--- config.mk ---
export PLATFORM = sky130hd
export DESIGN_NAME = uvs_queue
export DESIGN_NICKNAME = d
export VERILOG_FILES = /design/src/rtl/uvs_pkg.sv /design/src/rtl/uvs_queue.sv
export SDC_FILE = /design/constraint.sdc
export NUM_CORES = 1
export LEC_CHECK = 0
export BUFFER_PORTS_ARGS = -buffer_cell sky130_fd_sc_hd__buf_4
export CAP_MARGIN = 20
export CORE_ASPECT_RATIO = 1.75
export CORE_MARGIN = 2
export CORE_UTILIZATION = 36
export DETAILED_ROUTE_END_ITERATION = 8
export PLACE_DENSITY_LB_ADDON = 0.12
export SLEW_MARGIN = 20
export SYNTH_ARGS = -nofsm -noshare
export SYNTH_HDL_FRONTEND = slang
export SYNTH_SLANG_ARGS = --single-unit
--- constraint.sdc ---
create_clock -name clk_i -period 0.8 [get_ports clk_i]
set_input_delay 0.12 -clock clk_i [delete_from_list [all_inputs] [get_ports clk_i]]
set_output_delay 0.12 -clock clk_i [all_outputs]
set_load 0.1 [all_outputs]
--- src/rtl/uvs_pkg.sv ---
// Package for the UV-sphere vertex generator: payload structs, CORDIC table,
// and constants shared by the front end, back end and top level.
// No dependencies.
package uvs_pkg;

  localparam int CntW      = 11;
  localparam int StackW    = 11;
  localparam int SliceW    = 10;
  localparam int CoordW    = 16;
  localparam int VidxW     = 20;
  localparam int CfgIdxW   = 1;
  localparam int PhaseW    = 32;
  localparam int CordicN   = 30;
  localparam int CordicW   = 34;
  localparam int CordicFrac = 30;
  localparam int DivSteps  = 33;
  localparam logic [CordicW-1:0] CordicGainStart = 34'sd652032874;

  localparam logic [CfgIdxW-1:0] RegSliceCount = 1'b0;
  localparam logic [CfgIdxW-1:0] RegStackCount = 1'b1;

  localparam logic [CntW-1:0] SliceReset = 11'd10;
  localparam logic [CntW-1:0] StackReset = 11'd10;

  typedef struct packed {
    logic [StackW-1:0] stack_index;
    logic [SliceW-1:0] slice_index;
  } req_t;

  typedef struct packed {
    logic signed [CoordW-1:0] coord_x;
    logic signed [CoordW-1:0] coord_y;
    logic signed [CoordW-1:0] coord_z;
    logic [VidxW-1:0]         vertex_index;
    logic                     range_error;
  } res_t;

  // Item class decided by the front end.
  typedef enum logic [1:0] {
    KindRegular = 2'd0,
    KindNorth   = 2'd1,
    KindSouth   = 2'd2,
    KindError   = 2'd3
  } kind_e;

  // Work item handed from front to back through the queue.
  typedef struct packed {
    kind_e            kind;
    logic [SliceW:0]  stack;
    logic [SliceW:0]  slice;
    logic [CntW-1:0]  stacks;
    logic [CntW-1:0]  slices;
    logic [VidxW-1:0] vidx;
  } work_t;

  // Arctangents in 2^-32 turn units.
  function automatic logic [PhaseW-1:0] atan_turn(input logic [4:0] i);
    logic [PhaseW-1:0] v;
    case (i)
      5'd0:  v = 32'd536870912;
      5'd1:  v = 32'd316933405;
      5'd2:  v = 32'd167458907;
      5'd3:  v = 32'd85004756;
      5'd4:  v = 32'd42667331;
      5'd5:  v = 32'd21354465;
      5'd6:  v = 32'd10680862;
      5'd7:  v = 32'd5340245;
      5'd8:  v = 32'd2670163;
      5'd9:  v = 32'd1335087;
      5'd10: v = 32'd667544;
      5'd11: v = 32'd333772;
      5'd12: v = 32'd166886;
      5'd13: v = 32'd83443;
      5'd14: v = 32'd41722;
      5'd15: v = 32'd20861;
      5'd16: v = 32'd10430;
      5'd17: v = 32'd5215;
      5'd18: v = 32'd2608;
      5'd19: v = 32'd1304;
      5'd20: v = 32'd652;
      5'd21: v = 32'd326;
      5'd22: v = 32'd163;
      5'd23: v = 32'd81;
      5'd24: v = 32'd41;
      5'd25: v = 32'd20;
      5'd26: v = 32'd10;
      5'd27: v = 32'd5;
      5'd28: v = 32'd3;
      5'd29: v = 32'd1;
      default: v = '0;
    endcase
    return v;
  endfunction

endpackage

--- src/rtl/uvs_queue.sv ---
// Short queue between front and back ends; the back end never stalls, so
// it is a register stage with a valid bit. Depends on uvs_pkg.
module uvs_queue (
  input  logic           clk_i,
  input  logic           rst_ni,
  input  logic           in_valid_i,
  input  uvs_pkg::work_t in_i,
  output logic           out_valid_o,
  output uvs_pkg::work_t out_o
);
  import uvs_pkg::*;

  logic  v_q;
  work_t d_q;

  always_ff @(posedge clk_i or negedge rst_ni) begin
    if (!rst_ni) v_q <= 1'b0;
    else         v_q <= in_valid_i;
  end

  always_ff @(posedge clk_i) begin
    if (in_valid_i) d_q <= in_i;
  end

  assign out_valid_o = v_q;
  assign out_o       = d_q;
endmodule

; Word level (Yosys, flattened, before mapping)
; Index checks and enable logic that the tools add are counted.
[word_totals]
elab_cells = 7
ff_bits = 67
input_bits = 69
output_inout_bits = 67

; Depth between registers and ports, before layout
[logic_depth]
word_depth = 0
ltp_mapped = 0
depth_no_buf = 0

; Worst setup path after synthesis
; Ideal clock, no wire load.
[synth_timing]
path_kind = register -> output
startpoint = register d_q, in the netlist out_o[0]
endpoint = output out_o[0] in the netlist's numbering
setup_slack_ps = -224
arrival_ps = 904
t_required_ps = 680
n_path_buf = 0
path_stages_with_launch = 1
cell_sequence = edfxtp_1
[synth_rtl]
columns = item, line
row1 = "start, declared", uvs_queue.sv:14  ; work_t d_q;
row2 = "start signal, assigned", uvs_queue.sv:22  ; if (in_valid_i) d_q <= in_i;
row3 = "end, declared", uvs_queue.sv:9  ; output uvs_pkg::work_t out_o
; No word-level cell between the ends.

; Worst setup path after layout
[layout_timing]
startpoint = register d_q, in the netlist out_o[60]
endpoint = output out_o[60] in the netlist's numbering
; No word-level cell between the ends.

==> impl_summary.txt <==
----------------------------------------------------
[Status]
  Result of the run ... finished with violations
  Violations in the final reports ... setup timing

[Detailed routing]
  Vias per std cell ... between 4 and 5
  Final routed wire length divided by cell count ... about 15 µm
  Wire length after detailed routing ... 5550 µm
  Detailed-routing iteration count for the pre-antenna-repair pass ... 4
  Post-route DRC ... 0
  Initial detailed-routing violation count ... 32
  Vias post-DR ... ~1500
  ANT nets after route ... 0

[CTS]
  CTS buffer count ... 9
  Post-CTS setup-driven buffer insertion count ... 0
  Clock tree from TritonCTS ... built
  Count of H-tree levels built during CTS ... 3
  Clock-pin slew on the worst setup and hold paths ... 0.07 ns
  Clock Sink Count ... 67
  Clk Tree Root Cell ... clkbuf_8
  Maximum count of clock buffers along a single path ... 2

[Yosys]
  Simple-gate share of the synthesized area ... 0%
  Number of nets produced by synthesis ... 136
  Fraction of the mapped netlist area in compound gates ... 0%
  Cell area after technology mapping ... 2010 µm²
  Multiplexer fraction of the synthesized cell area ... 0%
  Share of the synthesized netlist area taken by xor and xnor gates ... 0%
  Number of register bits inferred by synthesis ... 67
  Gate count after technology mapping ... 67
  Number of different library cells in the post-synthesis netlist ... 2
  Part of the Yosys area used for sequential elements ... 100%
  Total number of yosys warnings ... 0
  Post-synthesis share of cell area spent on full adders, half adders and majority gates ... 0%
  Avg Synthesized Cell Area ... about 30 µm²

[Die]
  Boundary Pins ... between 100 and 150
  Die Outline Area ... roughly 6200 µm²
  Initial Utilization ... around 37%
  Core Footprint ... approximately 5500 µm²
  Die H ... 103 µm
  Die W ... 60.4 µm
  Number of placement rows ... 36

[Worst setup path]
  Slowest Stage Delay on Critical Path ... a little over 0.4 ns
  Largest delay share family, worst path ... flip-flops
  CP startpoint kind ... flip-flop
  Largest fanout on the critical path ... 1
  CP Cell Sequence ... buf_6
  CP max-delay cell ... edfxtp_1
  Setup crit end kind ... output port
  Worst setup path class ... reg2out
  Number of buffers and inverters on the critical path ... 1
  Data arrival time of the worst path ... roughly 0.94 ns
  Data required, critical path ... about 0.7 ns

[Pwr]
  Largest voltage drop on the vdd net ... slightly below 2000 µV
  Total Power Consumption ... around 10 mW
  Leakage power of the design ... ~1.8 nW
  Power density normalized to cell area ... between 2000 and 2500 nW/µm²

[Layout]
  Most frequent cells in the layout ... buf_4, dlygate4sd3_1, buf_6
  Number of inserted filler cells in the final layout ... about 340
  Number of nets in the layout ... 351
  Most common cell after layout, fill and taps aside ... buf_4
  Design area ... 4300 µm²
  Area delta synth->final ... 114%
  Total area of multi-input combinational cells ... 0 µm²
  Number of combinational gates with multiple inputs ... 0
  Number of non-filler instances in the completed layout ... between 300 and 400
  Fraction of final layout cells sized beyond drive strength 1 ... between 50% and 60%
  Antenna Cells ... 0

[STA]
  Actual slew at the worst max-slew pin ... 0.214 ns
  Worst slew margin relative to its limit ... approximately 86%
  Endpoints failing hold ... 0
  Unrepaired setup endpoints after global routing ... yes
  Final hold slack ... around 0.11 ns
  Period minus WS final ... approximately 1.1 ns
  Portion of the clock cycle consumed by the worst path in the final layout ... 133%
  Highest clock frequency the design can meet ... about 940 MHz
  Number of setup violations in the final report ... between 60 and 70
  Count of final max-slew check failures ... 0
  Slack of the critical path ... -0.261 ns

[Global route]
  Maximum number of pins on one net before global-route repair ... 35
  Overall routing resource usage ... 17.8%
  Via count of the first global-routing pass ... around 1600
  First-pass GRT wire length ... roughly 7400 µm
  Overflow left after global routing ... 0
  Antenna violations before repair ... 0

[Placed design]
  Post-placement cell area ... around 3200 µm²
  Number of cells after detailed placement ... 280
  Port Buffers ... around 140
  Routability congestion estimate ... 0.696
  Setup Slack @ Placement ... 0.0345 ns

[Flow run]
  Reported max-cap violation count ... 0

[Min path]
  Worst Hold Class ... in2async

----------------------------------------------------
## synth_stat cells
library cell / n / area (µm²)
dfrtp_1: 1 / 25.0
edfxtp_1: 66 / 1980
## power breakdown
part           switching, mW  internal, mW  total, mW  leakage, nW
Clock                   1.21          1.74       2.95        0.103
Sequential             0.129          4.17       4.30        0.657
Combinational           2.25         0.935       3.18         1.03
## state kept, by name, indices dropped and copies added, names as in the netlist
| register | flops |
|---|---|
| out_valid_o | 1 |
| out_o | 66 |
## kinds of logic (layout without fill, tap and decap cells)
group                  after synthesis  in the layout
flip-flops                          67             67
buffers and inverters                0            220
## repair_timing
| action | in CTS | in global routing |
|---|---|---|
| endpoints found under the hold margin | 67 | 0 |
| hold buffers | 67 | 0 |
| setup endpoints to repair | 67 | 67 |
| gates resized for setup | 67 | 0 |
## final cells by class
class | count | area, µm² | area share (%)
clock buffers | 9 | 124 | 2.88
clock inverters | 7 | 92.6 | 2.16
flip-flops and latches | 67 | 2010 | 46.8
well taps | 76 | 95.1 | 2.21
repair buffers | 204 | 1980 | 46.0
## through the flow
| stage | setup TNS [ns] | util [%] |
|---|---|---|
| 4_1_cts | -16.73 | 78.2 |
| 2_1_floorplan | -14.79 | - |
| 3_3_place_gp | 0 | 57.4 |
| 3_5_place_dp | 0 | 57.4 |
| 5_1_grt | -18.65 | 78.2 |
| 6_report | -15.59 | 78.2 |
## path summary, 6_finish.rpt
kind                                     start               endpoint  slack (ns)  cells after the start
min in group clk_i                  in_valid_i  out_valid_o$_DFF_PN0_        0.17                      2
max in group asynchronous               rst_ni  out_valid_o$_DFF_PN0_        0.60                      2
min                                     rst_ni  out_valid_o$_DFF_PN0_        0.11                      2
max                        out_o[60]$_DFFE_PP_              out_o[60]       -0.26                      1
## layer usage
| metal | routed length [µm] | track usage, % | share of wire [%] | up-vias |
|---|---|---|---|---|
| met1 | 1730 | 16.4 | 31 | 708 |
| met3 | 458 | 6.90 | 8.2 | 14 |
| li1 | - | - | - | 705 |
| met2 | 3210 | 31.5 | 58 | 85 |
| met4 | 155 | 11.2 | 2.8 | 0 |
| met5 | 0 | 0 | 0 | - |
(Power assumes the default switching activity.)
