## src/rtl/uvs_pkg.sv

```systemverilog
// Package for the UV-sphere vertex generator: payload structs, CORDIC table,
// and constants shared by the front end, back end and top level.
// No dependencies.
package uvs_pkg;

  localparam int CntW      = 11;
  localparam int StackW    = 11;
  localparam int SliceW    = 10;
  localparam int CoordW    = 16;
  localparam int VidxW     = 20;
  localparam int CfgIdxW   = 1;
  localparam int PhaseW    = 32;
  localparam int CordicN   = 30;
  localparam int CordicW   = 34;
  localparam int CordicFrac = 30;
  localparam int DivSteps  = 33;
  localparam logic [CordicW-1:0] CordicGainStart = 34'sd652032874;

  localparam logic [CfgIdxW-1:0] RegSliceCount = 1'b0;
  localparam logic [CfgIdxW-1:0] RegStackCount = 1'b1;

  localparam logic [CntW-1:0] SliceReset = 11'd10;
  localparam logic [CntW-1:0] StackReset = 11'd10;

  typedef struct packed {
    logic [StackW-1:0] stack_index;
    logic [SliceW-1:0] slice_index;
  } req_t;

  typedef struct packed {
    logic signed [CoordW-1:0] coord_x;
    logic signed [CoordW-1:0] coord_y;
    logic signed [CoordW-1:0] coord_z;
    logic [VidxW-1:0]         vertex_index;
    logic                     range_error;
  } res_t;

  // Item class decided by the front end.
  typedef enum logic [1:0] {
    KindRegular = 2'd0,
    KindNorth   = 2'd1,
    KindSouth   = 2'd2,
    KindError   = 2'd3
  } kind_e;

  // Work item handed from front to back through the queue.
  typedef struct packed {
    kind_e            kind;
    logic [SliceW:0]  stack;
    logic [SliceW:0]  slice;
    logic [CntW-1:0]  stacks;
    logic [CntW-1:0]  slices;
    logic [VidxW-1:0] vidx;
  } work_t;

  // Arctangents in 2^-32 turn units.
  function automatic logic [PhaseW-1:0] atan_turn(input logic [4:0] i);
    logic [PhaseW-1:0] v;
    case (i)
      5'd0:  v = 32'd536870912;
      5'd1:  v = 32'd316933405;
      5'd2:  v = 32'd167458907;
      5'd3:  v = 32'd85004756;
      5'd4:  v = 32'd42667331;
      5'd5:  v = 32'd21354465;
      5'd6:  v = 32'd10680862;
      5'd7:  v = 32'd5340245;
      5'd8:  v = 32'd2670163;
      5'd9:  v = 32'd1335087;
      5'd10: v = 32'd667544;
      5'd11: v = 32'd333772;
      5'd12: v = 32'd166886;
      5'd13: v = 32'd83443;
      5'd14: v = 32'd41722;
      5'd15: v = 32'd20861;
      5'd16: v = 32'd10430;
      5'd17: v = 32'd5215;
      5'd18: v = 32'd2608;
      5'd19: v = 32'd1304;
      5'd20: v = 32'd652;
      5'd21: v = 32'd326;
      5'd22: v = 32'd163;
      5'd23: v = 32'd81;
      5'd24: v = 32'd41;
      5'd25: v = 32'd20;
      5'd26: v = 32'd10;
      5'd27: v = 32'd5;
      5'd28: v = 32'd3;
      5'd29: v = 32'd1;
      default: v = '0;
    endcase
    return v;
  endfunction

endpackage

```

## src/rtl/uvs_front.sv

```systemverilog
// Front end: clamps the counts, checks ranges, classifies the request and
// computes the buffer index. Depends on uvs_pkg.
module uvs_front (
  input  logic              clk_i,
  input  logic              rst_ni,
  input  logic              in_valid_i,
  input  uvs_pkg::req_t     req_i,
  input  logic [10:0]       slice_count_i,
  input  logic [10:0]       stack_count_i,
  output logic              wk_valid_o,
  output uvs_pkg::work_t    wk_o
);
  import uvs_pkg::*;

  logic [CntW-1:0] slices, stacks;
  logic [SliceW:0] stk, slc;
  logic            v1_q;
  work_t           w1_q;
  logic [2*CntW-1:0] prod;
  logic            v2_q;
  work_t           w2_q;
  work_t           w2_d;

  // Saturate the counts and extend the indices; the class is set in the register below.
  always_comb begin
    slices = (slice_count_i < 11'd3) ? 11'd3 :
             (slice_count_i > 11'd1024) ? 11'd1024 : slice_count_i;
    stacks = (stack_count_i < 11'd2) ? 11'd2 :
             (stack_count_i > 11'd1024) ? 11'd1024 : stack_count_i;
    stk = req_i.stack_index;
    slc = {1'b0, req_i.slice_index};
  end

  always_ff @(posedge clk_i or negedge rst_ni) begin
    if (!rst_ni) begin
      v1_q <= 1'b0;
      v2_q <= 1'b0;
    end else begin
      v1_q <= in_valid_i;
      v2_q <= v1_q;
    end
  end

  always_ff @(posedge clk_i) begin
    w1_q.stack  <= stk;
    w1_q.slice  <= slc;
    w1_q.stacks <= stacks;
    w1_q.slices <= slices;
    w1_q.vidx   <= '0;
    if (stk > stacks || slc >= slices) w1_q.kind <= KindError;
    else if (stk == '0)                w1_q.kind <= KindNorth;
    else if (stk == stacks)            w1_q.kind <= KindSouth;
    else                               w1_q.kind <= KindRegular;
  end

  // Buffer index: one multiplication and the add, both in the stage before w2_q.
  always_comb prod = (w1_q.stack - 11'd1) * w1_q.slices;

  always_comb begin
    w2_d = w1_q;
    unique case (w1_q.kind) inside
      KindNorth, KindError: w2_d.vidx = '0;
      default: w2_d.vidx = VidxW'(prod + 22'd1 +
                (w1_q.kind == KindSouth ? 22'd0 : 22'(w1_q.slice)));
    endcase
  end

  always_ff @(posedge clk_i) begin
    w2_q <= w2_d;
  end

  assign wk_valid_o = v2_q;
  assign wk_o       = w2_q;
endmodule

```

## config.mk

```make
export PLATFORM = sky130hd
export DESIGN_NAME = uvs_front
export DESIGN_NICKNAME = d
export VERILOG_FILES = /design/src/rtl/uvs_pkg.sv /design/src/rtl/uvs_front.sv
export SDC_FILE = /design/constraint.sdc
export NUM_CORES = 1
export LEC_CHECK = 0
export BUFFER_PORTS_ARGS = -buffer_cell sky130_fd_sc_hd__buf_2
export CORE_ASPECT_RATIO = 1.1
export CORE_MARGIN = 5
export CORE_UTILIZATION = 52
export DETAILED_ROUTE_END_ITERATION = 10
export GPL_TIMING_DRIVEN = 0
export PLACE_DENSITY = 0.75
export SLEW_MARGIN = 20
export SYNTH_ARGS = -nofsm -noshare
export SYNTH_HDL_FRONTEND = slang
export SYNTH_SLANG_ARGS = --single-unit
```

## constraint.sdc

```tcl
create_clock -name clk_i -period 9.2 [get_ports clk_i]
set_input_delay 0.46 -clock clk_i [delete_from_list [all_inputs] [get_ports clk_i]]
set_output_delay 0.46 -clock clk_i [all_outputs]
set_load 0.05 [all_outputs]
```

* Word level (Yosys, flattened, before mapping)
Index checks and enable logic that the tools add are counted.
Cells by class: equality and inequality tests 4, reductions and logical operators 4, muxes and demuxes 7, $mul 1, magnitude comparators 6, add/sub/neg operators 3
Operators by type and width (count):
- 11-bit 2-to-1 mux | 4
- 11-bit greater-than comparator (second input constant) | 2
- 11-bit by 2-bit less-than comparator with 1-bit output (second input constant) | 2
- 20-bit by 1-bit adder with 20-bit output (second input constant) | 1
- 20-bit by 10-bit adder with 20-bit output | 1
- 12-bit by 12-bit multiplier with 20-bit output | 1
- 11-bit by 1-bit subtractor with 12-bit output (second input constant) | 1
- 11-bit == test | 1
- 10-bit by 11-bit >= comparator with 1-bit output | 1
- 11-bit greater-than comparator | 1
- 11-bit zero test | 1
- 10-bit 2-to-1 mux | 1
- 2-bit == test (second input constant) | 2
- 2-bit 2-to-1 mux | 2
- 2-bit OR reduction | 2
- 2-bit by 1-bit == test with 1-bit output (second input constant) | 1
- 1-bit logical OR | 1
Storage, ports and cells: input port bits 46, output and inout bits 67, register bits 112

* Longest topological paths before layout
Gate-level depths: netlist of run 1.
word-level depth 6, gate-level depth with buffers 27, mapped depth without buffers 25

* Worst setup path after synthesis of run 1
No wires, ideal clock.
path kind flip-flop to flip-flop, start point reg w1_q[53] (netlist bit), end point reg w2_q (netlist bit wk_o[18]), setup time 128 ps, arrival 5889 ps, slack 3184 ps, period minus slack after synthesis 6016 ps, buffers on the path 2, cell stages (with the launch flop) 25, cell sequence dfxtp_1 > clkbuf_1 > inv_1 > ha_1 > nand2_1 > xnor2_1 > clkbuf_1 > nand2_1 > fa_1 > inv_1 > fa_1 > inv_1 > fa_1 > fa_1 > fa_1 > inv_1 > ha_1 > or3_1 > o22ai_1 > a21oi_1 > a221oi_2 > nand3b_1 > a31oi_1 > xor2_1 > nor2_1
On the way: cells in the longest elaborated chain, start to end 4
Ends and longest elaborated chain:
- from (decl) | RTL line uvs_front.sv:18 | work_t w1_q;
- 11-bit by 1-bit subtractor with 12-bit output | RTL line uvs_front.sv:57 | always_comb prod = (w1_q.stack - 11'd1) * w1_q.slices;
- 12-bit by 12-bit multiplier with 20-bit output | RTL line uvs_front.sv:57
- 20-bit by 1-bit adder with 20-bit output | RTL line uvs_front.sv:63 | default: w2_d.vidx = VidxW'(prod + 22'd1 +
- 20-bit by 10-bit adder with 20-bit output | RTL line uvs_front.sv:63
- to (signal assigned) | RTL line uvs_front.sv:69 | w2_q <= w2_d;
- to (decl) | RTL line uvs_front.sv:21 | work_t w2_q;
No other way between the ends. A chain may end at the register's enable or synchronous reset.

* Final worst setup path of run 1
start point reg w1_q[53] (netlist bit), end point reg w2_q (netlist bit wk_o[19])
Same word-level chain as after synthesis.

==> out/summary.txt, run 1 <==
Status -> finished clean
Final Skew -> 0.00844 ns
Total GRT Usage -> 20.2%
PortBufs -> 111
Power Dens Cells -> 209 nW/um^2
Post-Route WL -> 17400 um
Die width -> 130 um
Fin crit share -> 77.8%
Synth top cells by count -> inv_1 (184), fa_1 (112), dfxtp_1 (110), nand2_1 (86), ha_1 (79)
DR vias/cell -> 4.91
Share of the synthesized area in the top cell type -> 27.0%
WL/cell -> 14.8 um
Dpl hpwl -> 14500 um
Most Used Layer, Global Route -> met2
Skew-Pair Late Insertion Delay -> 0.36 ns
DRT iter0 DRCs -> 151
Reg clk slew, reported paths -> 0.08 ns
Final Critical Period -> 7.15 ns
Relative slew slack -> 53.8%
Peak supply drop -> 0.000149 V
Initial Utilization -> 52.9%
GR Layer Usage met1 -> 24.9%
Most frequent cell after synthesis -> inv_1
H-tree lvl count -> 3
Int Pwr -> 1.12 mW
# setup viols final -> 0
Slew Viols, Final -> 0
P&R area growth vs syn -> 13.5%
Total negative slack -> 0 ns
Worst slack, placed -> 2.06 ns
GRT met2 Usage -> 33.7%
Sequential area share after synthesis -> 27.1%
Vias in the first global route -> 6082
Post-synthesis async set-or-reset flop share -> 1.79%
Seq pwr share -> 28.8%
Worst hold slack -> 0.204 ns
Boundary pin count -> 113
Critical path peak fanout -> 10
Final hold vios -> 0
Crit start category -> flop
Final ANT Viol Nets -> 0
Share of layout cells above drive strength 1 -> 14.5%
Synth area leaders -> fa_1 (27%), dfxtp_1 (27%), ha_1 (12%)
Row count -> 48
Setup bufs post-CTS -> 0
GRT met3 Usage -> 6.76%
CTS tree -> done
DIE AREA -> 18600 um^2
Total power -> 1.97 mW
Clk pwr share -> 19.6%
Switching pwr -> 0.843 mW
Vias -> 5755
Post-Syn Instances -> 843
Syn_area_per_cell -> 9.84 um^2
Synth unique cells -> 49
Setup crit end kind -> flop
Longest Clk Path Bufs -> 2
Final net count -> 1203
Max-Cap Viols -> 0
GPL Wtd Cong -> 0.918
Initial antenna violation count -> 0
Core Region -> 15700 um^2
Number of enable flip-flop cells after synthesis -> 0
Leak pwr -> 4.81 nW
Mapped cell area -> 8300 um^2
Cell taking the most area after synthesis -> fa_1
CTS Hold Bufs -> 1
Max frequency -> 140 MHz
Worst Tran Pin Value -> 0.676 ns
Hold Path Class -> input pin to flop
First-pass GRT wire length -> 29300 um
Largest net degree at the start of global routing -> 22
Grt ovf -> 0
Worst EP arrival -> 7.39 ns
Resize count post-CTS -> 0
CTS sink count -> 112
Die height -> 142 um
Syn Nets -> 1080
Final WS setup -> 2.05 ns
Kind of critical path -> flop to flop
Sw Share -> 42.9%
N_diodes -> 0
Req. time, crit path -> 9.43 ns
Clock Tree Root -> clkbuf_16
Unrepaired setup endpoints after global routing -> no
Pre-Repair DR Iteration Count -> 6
#FFs+latches synth -> 112
Yosys synthesis warning count -> 0
Combinational power share -> 51.6%
CTS Buf Count -> 9
Drt drc -> 0
Synth Flop Type -> dfxtp_1
-- critical path, stage by stage (launching register included) --
cell and delay (ns):
dfxtp_1 0.50, clkbuf_1 0.46, inv_1 0.15, ha_1 0.31
nand2_1 0.13, xnor2_1 0.18, clkbuf_1 0.45, nand2_1 0.18
fa_1 0.55, fa_1 0.53, inv_1 0.05, fa_1 0.46
fa_1 0.54, inv_1 0.05, fa_1 0.53, inv_1 0.04
ha_1 0.35, and4_1 0.26, nand2_1 0.06, o311ai_1 0.60
a31o_1 0.26, a21oi_2 0.07, xor2_1 0.25, nor2_1 0.06
-- worst paths after layout --
check,start,to,slack (ns),depth (start not counted)
max,w1_q[53],wk_o[19],2.05,23
min,in_valid_i,v1_q,0.20,1
max reg2reg,w1_q[53],wk_o[19],2.05,23
min reg2reg,w1_q[33],wk_o[33],0.33,0
max in group asynchronous,rst_ni,wk_valid_o,8.70,2
min in group asynchronous,rst_ni,v1_q,0.41,2
-- placed cells by master (no fill, tap or decap), drive strengths merged, types with 2 or more instances in the layout --
master / instances
dfxtp: 110
nand2: 89
nand3: 2
nand2b: 18
a21o: 13
a31oi: 3
dfrtp: 2
inv: 186
nor3: 6
a21oi: 15
nand4: 2
nor3b: 3
o21a: 8
fa: 112
buf: 112
a2111oi: 2
clkinv: 3
xor2: 15
xnor2: 26
ha: 79
clkbuf: 36
and2: 48
nor4: 8
nor2: 24
a211oi: 2
nor2b: 22
o21ai: 8
-- sequential cells by signal, indices dropped and copies added (netlist names) --
register	cells
v1_q	1
w1_q	45
wk_o	65
wk_valid_o	1
-- logic make-up after synthesis --
logic type / count (synthesis) / synth area share, %
buf+inv: 211 / 9.59
other cells: 1 / 0.0452
xor+xnor: 41 / 4.83
flops: 112 / 27.1
fa+ha+maj: 191 / 38.9
compound gates: 61 / 5.32
simple gates: 226 / 14.1
-- power groups by stage --
| stage | Clock, mW | Sequential [mW] | Combinational [mW] |
|---|---|---|---|
| floorplan | 0 | 0.732 | 0.662 |
| global placement | 0 | 0.576 | 1.01 |
| detailed placement | 0 | 0.577 | 1.03 |
| CTS | 0.394 | 0.566 | 1.03 |
| global route | 0.419 | 0.572 | 1.16 |
| finish | 0.386 | 0.566 | 1.02 |
-- metal layers --
metal  up-vias  wire [um]
li1       2782          -
met1      2749       6890
met2       195       8520
met3        29       1600
met4         0        357
met5         -          0
-- per-stage QoR --
| step | cell area [um^2] | instances | util, % |
|---|---|---|---|
| 6_report | 9410 | 1171 | 60.0 |
| 3_5_place_dp | 9100 | 1154 | 58.1 |
| 5_1_grt | 9410 | 1171 | 60.0 |
| 2_1_floorplan | 8300 | 843 | - |
| 3_3_place_gp | 9100 | 1154 | 58.1 |
| 4_1_cts | 9410 | 1171 | 60.0 |
-- final cells by class --
class | count | area (um^2)
fill | 1359 | 6260
multi-input combinational | 520 | 5250
sequential | 112 | 2250
inverter | 184 | 691
timing repair buffer | 112 | 566
tap | 200 | 250
clock buffer | 10 | 229
buffer | 27 | 105
clock inverter | 6 | 71.3
(Power assumes the default switching activity.)
==> run 2, diff against run 1 <==
Settings changed: ABC_AREA set to 1.
Clock period 9.2 ns to 6.7 ns, I/O delays scaled along.
==> run 2 against run 1 <==
Critical path type unchanged. Synthesized cell count up 22%. Largest cell class unchanged. Critical path depth up 4. Synthesized area up 2.9%. Worst hold slack worse by 0.12 ns. Register-to-register slack worse by 1.4 ns. Die area up 2.7%. Critical endpoint unchanged. Largest power group unchanged.
==> out/summary.txt, run 2 <==
Reg2reg path depth -> 27
Fillers -> 1436
Clock Tree Root -> clkbuf_16
H-tree lvl count -> 3
Most common cell after layout, fill and taps aside -> inv_1
Slew Viols, Final -> 0
Crit-path slowest cell -> fa_1
Synth unique cells -> 43
CTS sink count -> 112
N_diodes -> 0
Die width -> 132 um
Critical R2R Launch -> w1_q[53]
#FFs+latches synth -> 112
Share of layout cells above drive strength 1 -> 13.5%
Seq pwr share -> 28.6%
CTS Hold Bufs -> 1
# setup viols final -> 0
WL/cell -> 14.1 um
Row count -> 49
Setup bufs post-CTS -> 0
Max-Cap Viols -> 0
Number of enable flip-flop cells after synthesis -> 0
PortBufs -> 111
Clk pwr share -> 19.7%
Initial Utilization -> 52.6%
Total GRT Usage -> 21.2%
Post-Syn Instances -> 1025
Vias in the first global route -> 7090
Final net count -> 1385
FF-to-FF setup slack -> 0.61 ns
Initial antenna violation count -> 0
Mapped cell area -> 8540 um^2
Combinational power share -> 51.8%
GPL Wtd Cong -> 0.934
Pre-Repair DR Iteration Count -> 7
Die height -> 144 um
Final Skew -> 0.00677 ns
Sw Share -> 45.8%
Leak pwr -> 5.20 nW
Setup crit end kind -> flop
Int Pwr -> 1.45 mW
Final Critical Period -> 6.09 ns
Req. time, crit path -> 6.95 ns
Power Dens Cells -> 276 nW/um^2
Final ANT Viol Nets -> 0
DRT iter0 DRCs -> 331
Synth top cells by count -> inv_1 (248), nand2_1 (190), fa_1 (112), nor2_1 (111), dfxtp_1 (110)
CTS tree -> done
Synth Flop Type -> dfxtp_1
P&R area growth vs syn -> 13.1%
Max reg flops -> 65
Switching pwr -> 1.22 mW
Resize count post-CTS -> 0
Highest cell delay on the worst timing path -> 0.55 ns
DIE AREA -> 19100 um^2
Cell taking the most area after synthesis -> fa_1
Drt drc -> 0
Final core occ -> 59.4%
Relative slew slack -> 64.8%
Dpl hpwl -> 16200 um
Yosys synthesis warning count -> 0
Share of the synthesized area in the top cell type -> 26.3%
Syn_area_per_cell -> 8.33 um^2
Max frequency -> 164 MHz
Post-Route WL -> 19100 um
Syn Nets -> 1262
R2r endpoint -> wk_o[19]
Status -> finished clean
CTS Buf Count -> 9
Sequential area share after synthesis -> 26.4%
Skew-Pair Late Insertion Delay -> 0.35 ns
Grt ovf -> 0
Most frequent cell after synthesis -> inv_1
Longest Clk Path Bufs -> 2
Endpoint, Worst Hold -> v1_q
Hold Path Class -> input pin to flop
Min-delay src -> in_valid_i
Hold Crit Depth -> 1
First-pass GRT wire length -> 32800 um
Core Region -> 16200 um^2
Post-synthesis async set-or-reset flop share -> 1.79%
Crit start category -> flop
Unrepaired setup endpoints after global routing -> no
Kind of critical path -> flop to flop
Reg clk slew, reported paths -> 0.08 ns
Synth area leaders -> fa_1 (26%), dfxtp_1 (26%), ha_1 (12%)
Total negative slack -> 0 ns
Fin crit share -> 91.0%
Critical path peak fanout -> 7
Worst Tran Pin Value -> 0.528 ns
Commonest non-fill, non-tap cells in the layout -> inv_1 (248), nand2_1 (190), buf_2 (113)
Peak supply drop -> 0.000189 V
DR vias/cell -> 4.94
Vias -> 6709
Worst EP arrival -> 6.34 ns
Final hold vios -> 0
Largest net degree at the start of global routing -> 22
Boundary pin count -> 113
-- run 2: how the worst max path moves through the flow --
stage	slack [ns]	endpoint	from
3_3_place_gp	0.75	wk_o[19]	w1_q[53]
4_1_cts	0.65	wk_o[19]	w1_q[53]
3_5_place_dp	0.68	wk_o[19]	w1_q[53]
6_report	0.61	wk_o[19]	w1_q[53]
5_1_grt	0.12	wk_o[13]	w1_q[53]
2_1_floorplan	1.38	wk_o[19]	w1_q[53]
-- run 2: layout make-up --
cell class                      count  area, um^2  area share [%]
Buffer                             13        62.6           0.648
Clock buffer                        9         225            2.33
Clock inverter                      7        68.8           0.713
Inverter                          260         978            10.1
Multi-Input combinational cell    640        5250            54.3
Sequential cell                   112        2250            23.3
Tap cell                          204         255            2.64
Timing Repair Buffer              112         566            5.86
-- run 2: per-stage QoR --
step           area, um^2  hold slack [ns]  setup WS (ns)  std cells  power, mW
2_1_floorplan        8540           0.0394           1.38       1025       1.84
3_3_place_gp         9350            0.119          0.747       1340       2.12
3_5_place_dp         9350            0.127          0.676       1340       2.15
4_1_cts              9650           0.0639          0.648       1357       2.69
5_1_grt              9650           0.0672          0.119       1357       2.93
6_report             9650           0.0811          0.606       1357       2.67
-- run 2: logic make-up (layout without fill, tap and decap cells) --
logic type / count (synthesis) / count (layout) / synth area share, %
simple gates: 365 / 365 / 17.9
buf+inv: 273 / 401 / 12.2
fa+ha+maj: 191 / 191 / 37.8
flops: 112 / 112 / 26.4
compound gates: 78 / 78 / 5.16
xor+xnor: 5 / 5 / 0.513
other cells: 1 / 1 / 0.0439
-- run 2: critical path, delay by kind of cell (launching register included) --
kind,cells,cell delay [ns]
buf+inv,6,0.59
fa+ha+maj,7,3.18
flops,1,0.33
compound gates,4,0.59
simple gates,10,1.30
-- run 2: power groups by stage --
stage	Sequential (mW)	Clock, mW	Combinational [mW]
after detailed placement	0.778	0	1.37
after global routing	0.772	0.568	1.59
after CTS	0.763	0.537	1.39
after global placement	0.777	0	1.34
after floorplan	0.971	0	0.869
final	0.762	0.524	1.38
-- run 2: routing by layer --
layer  GRT usage (%)  part of all wire (%)  vias to the layer above
met3            5.25                   7.9                       48
met4            8.15                   3.1                        0
li1                -                     -                     3310
met2            38.9                    50                      233
met1            23.9                    39                     3118
met5               0                     0                        -
==> run 3, diff against run 2 <==
Settings changed: RECOVER_POWER set to 100.
==> run 3 against run 2 <==
First-iteration DRC count shrank 0.30%. Critical path depth shrank 1. Combinational power is essentially flat. Wire length grew 0.14%. Die area is the same. Non-clock buffer count is the same. Critical endpoint unchanged. Largest cell class unchanged.
==> out/summary.txt, run 3 (synthesis gave the netlist of run 2 again) <==
Dpl hpwl -> 16200 um
Fillers -> 1499
Pre-Repair DR Iteration Count -> 5
WL/cell -> 14.1 um
Vias -> 6693
FF-to-FF setup slack -> 0.57 ns
Commonest non-fill, non-tap cells in the layout -> inv_1 (248), nand2_1 (190), nor2_1 (112), fa_1 (112), dfxtp_1 (110)
Reg clk slew, reported paths -> 0.08 ns
P&R area growth vs syn -> 11.5%
Worst hold slack -> 0.0801 ns
CTS Buf Count -> 9
Final core occ -> 58.6%
Final hold vios -> 0
DIE AREA -> 19100 um^2
DRT iter0 DRCs -> 330
Final net count -> 1385
Total negative slack -> 0 ns
Worst Tran Pin Value -> 0.836 ns
Initial Utilization -> 52.6%
Status -> finished clean
Critical path peak fanout -> 7
Peak supply drop -> 0.000192 V
H-tree lvl count -> 3
Most common cell after layout, fill and taps aside -> inv_1
Max frequency -> 163 MHz
Max reg flops -> 65
Hold Path Class -> input pin to flop
Boundary pin count -> 113
Longest Clk Path Bufs -> 2
Hold Crit Depth -> 1
Max-Cap Viols -> 0
Vias in the first global route -> 7090
Crit start category -> flop
Finished Layout Cells -> 1357
Post-Route WL -> 19100 um
Share of layout cells above drive strength 1 -> 5.38%
Final instance area -> 9520 um^2
CTS sink count -> 112
Power Dens Cells -> 278 nW/um^2
Placed cells -> 1340
Worst EP arrival -> 6.38 ns
N_diodes -> 0
Core Region -> 16200 um^2
Die width -> 132 um
Slew Viols, Final -> 0
Initial antenna violation count -> 0
Relative slew slack -> 43.8%
Largest net degree at the start of global routing -> 22
Reg2reg path depth -> 26
DR vias/cell -> 4.93
Kind of critical path -> flop to flop
Req. time, crit path -> 6.95 ns
Total GRT Usage -> 21.2%
Resize count post-CTS -> 0
Final ANT Viol Nets -> 0
Row count -> 49
Placed cell areas -> 9350 um^2
Die height -> 144 um
Final Critical Period -> 6.13 ns
Drt drc -> 0
# setup viols final -> 0
Skew-Pair Late Insertion Delay -> 0.35 ns
Clock Tree Root -> clkbuf_16
Final Skew -> 0.00779 ns
Grt ovf -> 0
Fin crit share -> 91.5%
First-pass GRT wire length -> 32800 um
Setup crit end kind -> flop
GPL Wtd Cong -> 0.934
CTS tree -> done
Unrepaired setup endpoints after global routing -> no
Leak pwr -> 4.91 nW
PortBufs -> 111
## run 3: cell count changes in the layout (fill, tap and decap cells not counted), sizes merged
cell / before / now
buf: 116 / 24
clkbuf: 17 / 109
## run 3: final cells by class
type	count	area, um^2	share of cell area [%]
clock inverter	7	68.8	0.723
tap	204	255	2.68
timing repair buffer	112	450	4.73
multi-input combinational	640	5230	54.9
clock buffer	9	225	2.36
buffer	13	62.6	0.657
sequential	112	2250	23.6
inverter	260	978	10.3
## run 3: metrics by stage
step	power, mW	setup slack, ns
global placement	2.12	0.747
floorplan	1.84	1.38
global route	2.91	0.0621
CTS	2.69	0.648
finish	2.65	0.570
detailed placement	2.15	0.676
## run 3: critical path, cell delays in order, from the launching register on
cell	delay, ns
dfxtp_1	0.33
inv_2	0.10
ha_1	0.20
nand2_1	0.10
nor2_1	0.23
inv_1	0.09
nor3_1	0.17
or2_2	0.14
nand2_1	0.14
inv_1	0.27
nand2_1	0.13
fa_1	0.55
inv_1	0.05
fa_1	0.47
fa_1	0.52
fa_1	0.54
inv_1	0.05
fa_1	0.55
inv_1	0.05
ha_1	0.35
nand2_1	0.11
nor3_1	0.29
nand2_1	0.13
nor3_1	0.18
nor2_1	0.10
a21oi_1	0.12
nor2_1	0.06
## run 3: final timing paths
| path | from | to |
|---|---|---|
| min | in_valid_i | v1_q |
| max | w1_q[53] | wk_o[19] |
| min in group asynchronous | rst_ni | v1_q |
| max in group asynchronous | rst_ni | wk_valid_o |
| min reg2reg | w1_q[35] | wk_o[35] |
| max reg2reg | w1_q[53] | wk_o[19] |
## run 3: power by group
part | switching (mW) | internal, mW | leakage, nW
logic | 0.936 | 0.424 | 3.82
registers | 0.0242 | 0.739 | 0.944
clock network | 0.263 | 0.263 | 0.143
total | 1.22 | 1.43 | 4.91
## run 3: per-layer routing
layer / routed length (um) / share of wire (%) / GRT usage [%]
met1: 7580 / 40 / 23.9
met2: 9540 / 50 / 38.9
met3: 1450 / 7.6 / 5.25
met4: 575 / 3.0 / 8.15
met5: 0 / 0 / 0
## run 3: timing repair
item	4_1_cts	5_1_grt
setup buffers	0	0
hold buffers	1	0
hold endpoints to repair	2	0
setup endpoints to repair	0	0
